### config.mk
export PLATFORM = sky130hd
export DESIGN_NAME = csg_infix_to_rpn
export DESIGN_NICKNAME = d
export VERILOG_FILES = /design/src/hw/rtl/ci2r_pkg.sv /design/src/hw/rtl/ci2r_front.sv /design/src/hw/rtl/ci2r_stack.sv /design/src/hw/rtl/ci2r_back.sv /design/src/hw/rtl/csg_infix_to_rpn.sv
export SDC_FILE = /design/constraint.sdc
export NUM_CORES = 1
export LEC_CHECK = 0
export BUFFER_PORTS_ARGS = -buffer_cell sky130_fd_sc_hd__buf_2
export CAP_MARGIN = 30
export CELL_PAD_IN_SITES_DETAIL_PLACEMENT = 1
export CELL_PAD_IN_SITES_GLOBAL_PLACEMENT = 1
export CORE_MARGIN = 1
export CORE_UTILIZATION = 40
export DETAILED_ROUTE_END_ITERATION = 6
export HOLD_SLACK_MARGIN = 0.05
export PLACE_DENSITY = 0.57
export SYNTH_ARGS = -nofsm -noshare
export SYNTH_HDL_FRONTEND = slang
export SYNTH_HIERARCHICAL = 1
export SYNTH_SLANG_ARGS = --single-unit
### constraint.sdc
create_clock -name clock -period 16.5 [get_ports clock]
set_input_delay 0 -clock clock [delete_from_list [all_inputs] [get_ports clock]]
set_output_delay 0 -clock clock [all_outputs]
set_load 0.01 [all_outputs]
### src/hw/rtl/ci2r_pkg.sv
package ci2r_pkg;

   // Field widths
   localparam int KIND_W = 3;
   localparam int OBJ_W  = 16;
   localparam int ERR_W  = 2;
   localparam int PRIO_W = 7;

   // Default operator stack depth
   localparam int STACK_DEPTH_DEF = 32;

   // Token and stack entry kinds
   localparam logic [KIND_W-1:0] KIND_OBJ   = 3'd0;
   localparam logic [KIND_W-1:0] KIND_UNION = 3'd1;
   localparam logic [KIND_W-1:0] KIND_PLUS  = 3'd2;
   localparam logic [KIND_W-1:0] KIND_MINUS = 3'd3;
   localparam logic [KIND_W-1:0] KIND_LPAR  = 3'd4;
   localparam logic [KIND_W-1:0] KIND_RPAR  = 3'd5;
   localparam logic [KIND_W-1:0] KIND_UNIV  = 3'd6;

   // Result kind for the universe object
   localparam logic [KIND_W-1:0] OUT_UNIV = 3'd4;

   // Error codes
   localparam logic [ERR_W-1:0] ERR_NONE = 2'd0;
   localparam logic [ERR_W-1:0] ERR_RPAR = 2'd1;
   localparam logic [ERR_W-1:0] ERR_LPAR = 2'd2;
   localparam logic [ERR_W-1:0] ERR_OVF  = 2'd3;

   // Classified token passed from front to back
   typedef struct packed {
      logic [KIND_W-1:0] kind;
      logic [OBJ_W-1:0]  id;
      logic              last;
      logic              known;
      logic [PRIO_W-1:0] ip;
   } tok_type;

   // Stack command from the sequencer
   typedef struct packed {
      logic              push;
      logic              pop;
      logic              clear;
      logic [KIND_W-1:0] kind;
      logic [OBJ_W-1:0]  obj;
   } stk_cmd_type;

   // Stack status toward the sequencer
   typedef struct packed {
      logic              full;
      logic              empty;
      logic [KIND_W-1:0] top_kind;
      logic [OBJ_W-1:0]  top_obj;
   } stk_stat_type;

   typedef enum logic [2:0] {
      ST_IDLE,
      ST_START,
      ST_POP,
      ST_FLUSH,
      ST_ERR,
      ST_FIN
   } state_type;

   // Input priority of a token
   function automatic logic [PRIO_W-1:0] prio_in(input logic [KIND_W-1:0] kind);
      logic [PRIO_W-1:0] p;
      case (kind)
         KIND_LPAR:  p = 7'd99;
         KIND_UNION: p = 7'd1;
         KIND_PLUS:  p = 7'd3;
         KIND_MINUS: p = 7'd3;
         KIND_RPAR:  p = 7'd0;
         default:    p = 7'd101;
      endcase
      return p;
   endfunction

   // Priority of an entry sitting on the stack
   function automatic logic [PRIO_W-1:0] prio_stack(input logic [KIND_W-1:0] kind);
      logic [PRIO_W-1:0] p;
      case (kind)
         KIND_LPAR:  p = 7'd0;
         KIND_UNION: p = 7'd2;
         KIND_PLUS:  p = 7'd4;
         KIND_MINUS: p = 7'd4;
         default:    p = 7'd100;
      endcase
      return p;
   endfunction

   // Result kind for a popped stack entry
   function automatic logic [KIND_W-1:0] entry_out_kind(input logic [KIND_W-1:0] kind);
      logic [KIND_W-1:0] k;
      case (kind)
         KIND_UNIV: k = OUT_UNIV;
         default:   k = kind;
      endcase
      return k;
   endfunction

endpackage

### src/hw/rtl/ci2r_front.sv
module ci2r_front (
   input  logic                            clock,
   input  logic                            reset,
   input  logic                            req_valid,
   output logic                            req_ready,
   input  logic [ci2r_pkg::KIND_W-1:0]     req_token_kind,
   input  logic [ci2r_pkg::OBJ_W-1:0]      req_object_id,
   input  logic                            req_last_token,
   output logic                            q_valid,
   input  logic                            q_ready,
   output ci2r_pkg::tok_type               q_tok
);
   import ci2r_pkg::*;

   tok_type    fifo_ff [2];
   logic       wr_ptr_ff, wr_ptr_in;
   logic       rd_ptr_ff, rd_ptr_in;
   logic [1:0] cnt_ff, cnt_in;
   tok_type    tok_new;
   logic       do_push, do_pop;

   // Classify the incoming token
   always_comb begin
      tok_new.kind  = req_token_kind;
      tok_new.id    = (req_token_kind == KIND_OBJ) ? req_object_id : '0;
      tok_new.last  = req_last_token;
      tok_new.known = (req_token_kind <= KIND_RPAR);
      tok_new.ip    = prio_in(req_token_kind);
   end

   assign req_ready = (cnt_ff != 2'd2);
   assign q_valid   = (cnt_ff != 2'd0);
   assign q_tok     = fifo_ff[rd_ptr_ff];
   assign do_push   = req_valid && req_ready;
   assign do_pop    = q_valid && q_ready;

   // Advance pointers and fill count
   always_comb begin
      wr_ptr_in = do_push ? ~wr_ptr_ff : wr_ptr_ff;
      rd_ptr_in = do_pop ? ~rd_ptr_ff : rd_ptr_ff;
      cnt_in    = cnt_ff;
      if (do_push && !do_pop) begin
         cnt_in = cnt_ff + 2'd1;
      end else if (do_pop && !do_push) begin
         cnt_in = cnt_ff - 2'd1;
      end
   end

   always_ff @(posedge clock) begin
      if (reset) begin
         wr_ptr_ff <= 1'b0;
         rd_ptr_ff <= 1'b0;
         cnt_ff    <= 2'd0;
      end else begin
         wr_ptr_ff <= wr_ptr_in;
         rd_ptr_ff <= rd_ptr_in;
         cnt_ff    <= cnt_in;
      end
   end

   // Store the classified token
   always_ff @(posedge clock) begin
      if (do_push) begin
         fifo_ff[wr_ptr_ff] <= tok_new;
      end
   end

endmodule

### src/hw/rtl/ci2r_stack.sv
module ci2r_stack #(
   parameter int DEPTH = ci2r_pkg::STACK_DEPTH_DEF
) (
   input  logic                   clock,
   input  logic                   reset,
   input  ci2r_pkg::stk_cmd_type  cmd,
   output ci2r_pkg::stk_stat_type stat
);
   import ci2r_pkg::*;

   localparam int CNT_W  = $clog2(DEPTH + 1);
   localparam int ADDR_W = $clog2(DEPTH);

   logic [KIND_W-1:0] kind_mem [DEPTH];
   logic [OBJ_W-1:0]  obj_mem  [DEPTH];

   logic [CNT_W-1:0]  count_ff, count_in;
   logic [CNT_W-1:0]  top_idx;
   logic [ADDR_W-1:0] rd_addr, wr_addr;
   logic [KIND_W-1:0] top_kind_ff;
   logic [OBJ_W-1:0]  top_obj_ff;

   // Next fill count
   always_comb begin
      count_in = count_ff;
      if (cmd.clear) begin
         count_in = '0;
      end else if (cmd.push) begin
         count_in = count_ff + CNT_W'(1);
      end else if (cmd.pop) begin
         count_in = count_ff - CNT_W'(1);
      end
   end

   // Read the entry that will be on top next cycle
   assign top_idx = count_in - CNT_W'(1);
   assign rd_addr = top_idx[ADDR_W-1:0];
   assign wr_addr = count_ff[ADDR_W-1:0];

   always_ff @(posedge clock) begin
      if (reset) begin
         count_ff <= '0;
      end else begin
         count_ff <= count_in;
      end
   end

   // Write on push; a push makes the new entry the top, so forward it
   always_ff @(posedge clock) begin
      if (cmd.push) begin
         kind_mem[wr_addr] <= cmd.kind;
         obj_mem[wr_addr]  <= cmd.obj;
         top_kind_ff       <= cmd.kind;
         top_obj_ff        <= cmd.obj;
      end else begin
         top_kind_ff <= kind_mem[rd_addr];
         top_obj_ff  <= obj_mem[rd_addr];
      end
   end

   always_comb begin
      stat.full     = (count_ff == CNT_W'(DEPTH));
      stat.empty    = (count_ff == '0);
      stat.top_kind = top_kind_ff;
      stat.top_obj  = top_obj_ff;
   end

endmodule

### src/hw/rtl/ci2r_back.sv
module ci2r_back (
   input  logic                           clock,
   input  logic                           reset,
   input  logic                           q_valid,
   output logic                           q_ready,
   input  ci2r_pkg::tok_type              q_tok,
   output ci2r_pkg::stk_cmd_type          cmd,
   input  ci2r_pkg::stk_stat_type         stat,
   output logic                           rsp_valid,
   input  logic                           rsp_ready,
   output logic [ci2r_pkg::KIND_W-1:0]    rsp_out_kind,
   output logic [ci2r_pkg::OBJ_W-1:0]     rsp_out_object_id,
   output logic [ci2r_pkg::ERR_W-1:0]     rsp_error_code,
   output logic                           rsp_run_last,
   output logic                           rsp_expr_done
);
   import ci2r_pkg::*;

   state_type         state_ff, state_in;
   tok_type           cur_ff, cur_in;
   logic              aps_ff, aps_in;
   logic [ERR_W-1:0]  err_ff, err_in;

   // Pending result: held back until it is known whether it ends the step
   logic              pend_valid_ff, pend_valid_in;
   logic [KIND_W-1:0] pend_kind_ff, pend_kind_in;
   logic [OBJ_W-1:0]  pend_id_ff, pend_id_in;
   logic [ERR_W-1:0]  pend_err_ff, pend_err_in;

   // Output register
   logic              rsp_valid_ff, rsp_valid_in;
   logic [KIND_W-1:0] rsp_kind_ff, rsp_kind_in;
   logic [OBJ_W-1:0]  rsp_id_ff, rsp_id_in;
   logic [ERR_W-1:0]  rsp_err_ff, rsp_err_in;
   logic              rsp_last_ff, rsp_last_in;
   logic              rsp_done_ff, rsp_done_in;

   logic              out_free, emit_ok, pop_hit, skip_tok;
   logic              emit, fin_move;
   logic [KIND_W-1:0] emit_kind;
   logic [OBJ_W-1:0]  emit_id;
   logic [ERR_W-1:0]  emit_err;
   state_type         end_state;

   assign out_free  = !rsp_valid_ff || rsp_ready;
   assign emit_ok   = !pend_valid_ff || out_free;
   assign pop_hit   = !stat.empty && (cur_ff.ip < prio_stack(stat.top_kind));
   assign skip_tok  = !cur_ff.known ||
                      (aps_ff && (cur_ff.kind == KIND_UNION || cur_ff.kind == KIND_PLUS));
   assign end_state = cur_ff.last ? ST_FLUSH : ST_FIN;

   // Next state
   always_comb begin
      state_in = state_ff;
      case (state_ff)
         ST_IDLE: begin
            if (q_valid) state_in = ST_START;
         end
         ST_START: begin
            if (skip_tok) begin
               state_in = end_state;
            end else if (aps_ff && cur_ff.kind == KIND_MINUS && stat.full) begin
               state_in = ST_ERR;
            end else begin
               state_in = ST_POP;
            end
         end
         ST_POP: begin
            if (pop_hit) begin
               state_in = ST_POP;
            end else if (cur_ff.kind == KIND_RPAR) begin
               state_in = stat.empty ? ST_ERR : end_state;
            end else begin
               state_in = stat.full ? ST_ERR : end_state;
            end
         end
         ST_FLUSH: begin
            if (stat.empty) begin
               state_in = ST_FIN;
            end else if (stat.top_kind == KIND_LPAR) begin
               state_in = ST_ERR;
            end
         end
         ST_ERR: begin
            if (emit_ok) state_in = ST_FIN;
         end
         ST_FIN: begin
            if (!pend_valid_ff || out_free) state_in = ST_IDLE;
         end
         default: state_in = ST_IDLE;
      endcase
   end

   // Stack commands, result emission and token bookkeeping
   always_comb begin
      q_ready   = 1'b0;
      cmd       = '0;
      emit      = 1'b0;
      emit_kind = entry_out_kind(stat.top_kind);
      emit_id   = stat.top_obj;
      emit_err  = ERR_NONE;
      fin_move  = 1'b0;
      cur_in    = cur_ff;
      aps_in    = aps_ff;
      err_in    = err_ff;
      case (state_ff)
         ST_IDLE: begin
            q_ready = 1'b1;
            cur_in  = q_tok;
            err_in  = ERR_NONE;
         end
         ST_START: begin
            if (skip_tok) begin
               if (cur_ff.known) aps_in = (cur_ff.kind == KIND_UNION);
            end else begin
               aps_in = (cur_ff.kind == KIND_LPAR || cur_ff.kind == KIND_UNION);
               if (aps_ff && cur_ff.kind == KIND_MINUS) begin
                  if (stat.full) begin
                     err_in = ERR_OVF;
                  end else begin
                     cmd.push = 1'b1;
                     cmd.kind = KIND_UNIV;
                     cmd.obj  = '0;
                  end
               end
            end
         end
         ST_POP: begin
            if (pop_hit) begin
               // drop a popped '(' silently
               if (stat.top_kind != KIND_LPAR) begin
                  if (emit_ok) begin
                     emit    = 1'b1;
                     cmd.pop = 1'b1;
                  end
               end else begin
                  cmd.pop = 1'b1;
               end
            end else if (cur_ff.kind == KIND_RPAR) begin
               if (stat.empty) begin
                  err_in = ERR_RPAR;
               end else begin
                  cmd.pop = 1'b1;
               end
            end else if (stat.full) begin
               err_in = ERR_OVF;
            end else begin
               cmd.push = 1'b1;
               cmd.kind = cur_ff.kind;
               cmd.obj  = cur_ff.id;
            end
         end
         ST_FLUSH: begin
            if (!stat.empty) begin
               if (stat.top_kind == KIND_LPAR) begin
                  err_in = ERR_LPAR;
               end else if (emit_ok) begin
                  emit    = 1'b1;
                  cmd.pop = 1'b1;
               end
            end
         end
         ST_ERR: begin
            if (emit_ok) begin
               emit      = 1'b1;
               emit_kind = KIND_OBJ;
               emit_id   = '0;
               emit_err  = err_ff;
               cmd.clear = 1'b1;
               aps_in    = 1'b1;
            end
         end
         ST_FIN: begin
            fin_move = pend_valid_ff && out_free;
            if (cur_ff.last) aps_in = 1'b1;
         end
         default: begin
            cmd = '0;
         end
      endcase
   end

   // Load each emitted result as pending and move the pending result into the output register
   always_comb begin
      pend_valid_in = pend_valid_ff;
      pend_kind_in  = pend_kind_ff;
      pend_id_in    = pend_id_ff;
      pend_err_in   = pend_err_ff;
      rsp_valid_in  = rsp_valid_ff && !rsp_ready;
      rsp_kind_in   = rsp_kind_ff;
      rsp_id_in     = rsp_id_ff;
      rsp_err_in    = rsp_err_ff;
      rsp_last_in   = rsp_last_ff;
      rsp_done_in   = rsp_done_ff;
      if ((emit && pend_valid_ff) || fin_move) begin
         rsp_valid_in = 1'b1;
         rsp_kind_in  = pend_kind_ff;
         rsp_id_in    = pend_id_ff;
         rsp_err_in   = pend_err_ff;
         rsp_last_in  = fin_move;
         rsp_done_in  = fin_move && (cur_ff.last || err_ff != ERR_NONE);
      end
      if (emit) begin
         pend_valid_in = 1'b1;
         pend_kind_in  = emit_kind;
         pend_id_in    = emit_id;
         pend_err_in   = emit_err;
      end else if (fin_move) begin
         pend_valid_in = 1'b0;
      end
   end

   always_ff @(posedge clock) begin
      if (reset) begin
         state_ff      <= ST_IDLE;
         aps_ff        <= 1'b1;
         err_ff        <= ERR_NONE;
         pend_valid_ff <= 1'b0;
         rsp_valid_ff  <= 1'b0;
      end else begin
         state_ff      <= state_in;
         aps_ff        <= aps_in;
         err_ff        <= err_in;
         pend_valid_ff <= pend_valid_in;
         rsp_valid_ff  <= rsp_valid_in;
      end
   end

   // Payload registers
   always_ff @(posedge clock) begin
      cur_ff       <= cur_in;
      pend_kind_ff <= pend_kind_in;
      pend_id_ff   <= pend_id_in;
      pend_err_ff  <= pend_err_in;
      rsp_kind_ff  <= rsp_kind_in;
      rsp_id_ff    <= rsp_id_in;
      rsp_err_ff   <= rsp_err_in;
      rsp_last_ff  <= rsp_last_in;
      rsp_done_ff  <= rsp_done_in;
   end

   assign rsp_valid         = rsp_valid_ff;
   assign rsp_out_kind      = rsp_kind_ff;
   assign rsp_out_object_id = rsp_id_ff;
   assign rsp_error_code    = rsp_err_ff;
   assign rsp_run_last      = rsp_last_ff;
   assign rsp_expr_done     = rsp_done_ff;

endmodule

### src/hw/rtl/csg_infix_to_rpn.sv
// Channel  | Ports                                                   | Direction
// ---------+---------------------------------------------------------+----------
// request  | req_valid/ready, token_kind, object_id, last_token      | in
// response | rsp_valid/ready, out_kind, out_object_id, error_code,   | out
//          | run_last, expr_done                                     |
//
// A token passes through the sequencer states IDLE, START and POP, staying in
// POP for each entry popped ahead of it, and ends in FIN; a skipped token goes
// from START straight to FLUSH or FIN. On the last token FLUSH pops the entries
// one by one until it sees the stack empty, and an error passes through ERR,
// which emits its result. The single stack port takes one push or pop per cycle.
// Synchronous reset empties the stack and the token queue at once.
// A two-entry token queue keeps accepting while the sequencer works, and a
// stalled response holds the sequencer only when it has a result to hand over.
module csg_infix_to_rpn #(
   parameter int STACK_DEPTH = ci2r_pkg::STACK_DEPTH_DEF
) (
   input  logic                          clock,
   input  logic                          reset,
   input  logic                          req_valid,
   output logic                          req_ready,
   input  logic [ci2r_pkg::KIND_W-1:0]   req_token_kind,
   input  logic [ci2r_pkg::OBJ_W-1:0]    req_object_id,
   input  logic                          req_last_token,
   output logic                          rsp_valid,
   input  logic                          rsp_ready,
   output logic [ci2r_pkg::KIND_W-1:0]   rsp_out_kind,
   output logic [ci2r_pkg::OBJ_W-1:0]    rsp_out_object_id,
   output logic [ci2r_pkg::ERR_W-1:0]    rsp_error_code,
   output logic                          rsp_run_last,
   output logic                          rsp_expr_done
);
   import ci2r_pkg::*;

   logic         q_valid, q_ready;
   tok_type      q_tok;
   stk_cmd_type  cmd;
   stk_stat_type stat;

   // Accept and classify tokens
   ci2r_front u_front (
      .clock          (clock),
      .reset          (reset),
      .req_valid      (req_valid),
      .req_ready      (req_ready),
      .req_token_kind (req_token_kind),
      .req_object_id  (req_object_id),
      .req_last_token (req_last_token),
      .q_valid        (q_valid),
      .q_ready        (q_ready),
      .q_tok          (q_tok)
   );

   // Operator stack
   ci2r_stack #(
      .DEPTH (STACK_DEPTH)
   ) u_stack (
      .clock (clock),
      .reset (reset),
      .cmd   (cmd),
      .stat  (stat)
   );

   // Run the shunting-yard steps and drive the response
   ci2r_back u_back (
      .clock             (clock),
      .reset             (reset),
      .q_valid           (q_valid),
      .q_ready           (q_ready),
      .q_tok             (q_tok),
      .cmd               (cmd),
      .stat              (stat),
      .rsp_valid         (rsp_valid),
      .rsp_ready         (rsp_ready),
      .rsp_out_kind      (rsp_out_kind),
      .rsp_out_object_id (rsp_out_object_id),
      .rsp_error_code    (rsp_error_code),
      .rsp_run_last      (rsp_run_last),
      .rsp_expr_done     (rsp_expr_done)
   );

endmodule
==> impl_metrics.csv <==
group,metric,value,unit
layout,fill_cells,6795,
floorplanning,die_x,277,um
worst_hold_path,holdCritStartpoint,"req_last_token",
route,drt-initial-drc-count,1535,
layout,stdcell_count,2723,
floorplanning,io_pins,49,
timing,slew_violations,0,
route,wl,80200,um
clock_network,cts_made_buffers,84,
route,drtPass1Iterations,4,
critical_path,critPathTopFamily,"simple AND/OR/NAND/NOR gates",
timing,fin_crit_sh,0.441,
global_route,grt_pass1_wl,116000,um
layout,layout_common_cells,"727 x edfxtp_1, 153 x mux4_2, 85 x clkbuf_16",
power_and_ir_drop,vdd_drop_max,0.288,mV
synthesis,syn_avg_cell_area,19.6,sq um
critical_path,cp-start-kind,"flop",
clock_network,clk_path_buf_depth,3,
timing,finalSetupTns,0,ps
layout,layout-drive-gt1-share,0.280,
critical_path,timing.rr.start,"u_stack/count_ff[3]",
layout,syn_to_final_growth,16.0,%
floorplanning,design.core.area,74700,sq um
flow_run,cap_violations,0,
clock_network,cts.sinks,765,
synthesis,netlist_area,30300,sq um
timing,finalSetupViolations,0,
worst_hold_path,min_path_type,"in2reg",
critical_path,cp.required,16990,ps
clock_network,postCtsResizedCells,0,
timing,max_freq,138,MHz
route,route.detailed.drc,0,
placement,numPortBuffers,48,
synthesis,yosys_warnings,6,
floorplanning,rows,100,
critical_path,crit_chain,"or2_2, nor2_1, nand2_1, nor2_1, or4_1, a2111oi_4, nor2_2, and4b_1, o21bai_1, buf_4, nor3b_1, a221oi_1, or2_2, ha_4, buf_4, mux4_2, and3_1, a2111oi_0, buf_1, a31oi_1",
synthesis,syn_inst,1543,
placement,hpwl,46800,um
route,vias_per_cell,5.75,
layout,fin_nets,1719,
clock_network,holdBufCountCts,28,
route,antenna_left,0,
clock_network,h-tree-depth,3,
global_route,antenna_found_initial,2,
clock_network,cts_setup_buffers,0,
clock_network,cts_tree,"built",
timing,maxSlewHeadroom,0.243,
critical_path,worstSetupPathType,"reg2reg",
timing,hold_viol,0,
placement,placed_cells,2538,
layout,final_common_cell,"edfxtp_1",
critical_path,crit_start,"u_stack/count_ff[3]",
global_route,track_usage,0.211,
critical_path,critPathSlowestCell,"ha_4",
timing,skew,28.6,ps
placement,gp_congestion,0.800,
power_and_ir_drop,power.density,223,nW/um^2
floorplanning,die_area,76800,sq um
clock_network,insertion_delay,630,ps
global_route,grt_pass1_vias,16400,
route,num_vias,15600,
critical_path,critical_path_arrival,7750,ps
clock_network,cts.clk_slew.worst_paths,60,ps
clock_network,clockRootBuffer,"clkbuf_16",
critical_path,crit_fanout,35,
global_route,grt_overflow_total,0,
power_and_ir_drop,p_leak,11.5,nW
floorplanning,die_y,277,um
floorplanning,initial_utilization,0.406,
timing,rsz0062_at_grt,"no",
global_route,grt_max_degree,154,
status,status,"finished, final reports clean",
critical_path,cp-end-kind,"flop",
route,wire_per_inst,29.4,um
timing,timing.final.crit_period,7270,ps
timing,worstMarginPinSlew,1140,ps
critical_path,crit_path_max_incr_delay,790,ps
critical_path,crit_buf_inv,3,
==> power breakdown <==
| group | total, mW | switching (mW) | internal [mW] | leakage, nW |
|---|---|---|---|---|
| Combinational | 3.52 | 2.05 | 1.47 | 3.11 |
| Clock | 1.83 | 0.763 | 1.07 | 1.32 |
| Sequential | 2.47 | 0.0988 | 2.37 | 7.11 |
==> per-layer routing <==
metal	global-route usage	wire length, um	vias to the layer above
met5	0	0	-
met4	0.0623	2200	0
met3	0.0325	3940	117
met2	0.340	38400	432
met1	0.296	35700	8455
li1	-	-	6641
==> flip-flops by register name (all words and copies together) (netlist names), 3 cells and up, named ones only <==
name / count
u_back/rsp_out_kind: 3
u_back/cur_ff: 27
u_back/pend_id_ff: 16
u_stack/kind_mem: 96
u_back/rsp_out_object_id: 16
u_stack/top_obj_ff: 16
u_back/pend_kind_ff: 3
u_stack/count_ff: 6
u_stack/obj_mem: 512
u_front/fifo_ff: 48
u_stack/top_kind_ff: 3
u_back/state_ff: 3
==> final timing paths <==
check / end / slack (ps) / cells past startpoint
setup / recovery: u_stack/top_obj_ff[10] / 9230 / 20
hold / removal: u_front/fifo_ff[1][8] / 120 / 2
setup reg to reg: u_stack/top_obj_ff[10] / 9230 / 20
hold reg to reg: u_back/rsp_out_object_id[0] / 410 / 0
==> worst register-to-register path: cells and delay by family, from the launching register on <==
family                     cells  cell delay (ps)
adders and majority gates      1              790
and+or+nand+nor               10             2670
DFF                            1              410
muxes                          1              660
AOI/OAI and AO/OA              5             1380
buffers and inverters          3             1210
==> cell type report <==
class,count,area [sq um],share of cell area
Multi-Input combinational cell,683,7480,0.213
Clock buffer,110,2260,0.0643
Clock inverter,42,425,0.0121
Tap cell,969,1210,0.0345
Sequential cell,765,22600,0.643
Antenna cell,2,5.00,0.000142
Timing Repair Buffer,140,1120,0.0320
Inverter,12,45.0,0.00128
==> through the flow <==
step	utilization	setup slack, ps	area, sq um	power (mW)	hold WS [ps]
CTS	0.469	8880	35100	7.89	75.3
detailed placement	0.430	8920	32100	6.03	192
global route	0.470	8800	35100	8.16	132
global placement	0.428	8010	31900	5.96	191
floorplan	-	10290	30300	4.77	69.1
finish	0.471	9230	35100	7.82	121
(Power assumes the default switching activity.)
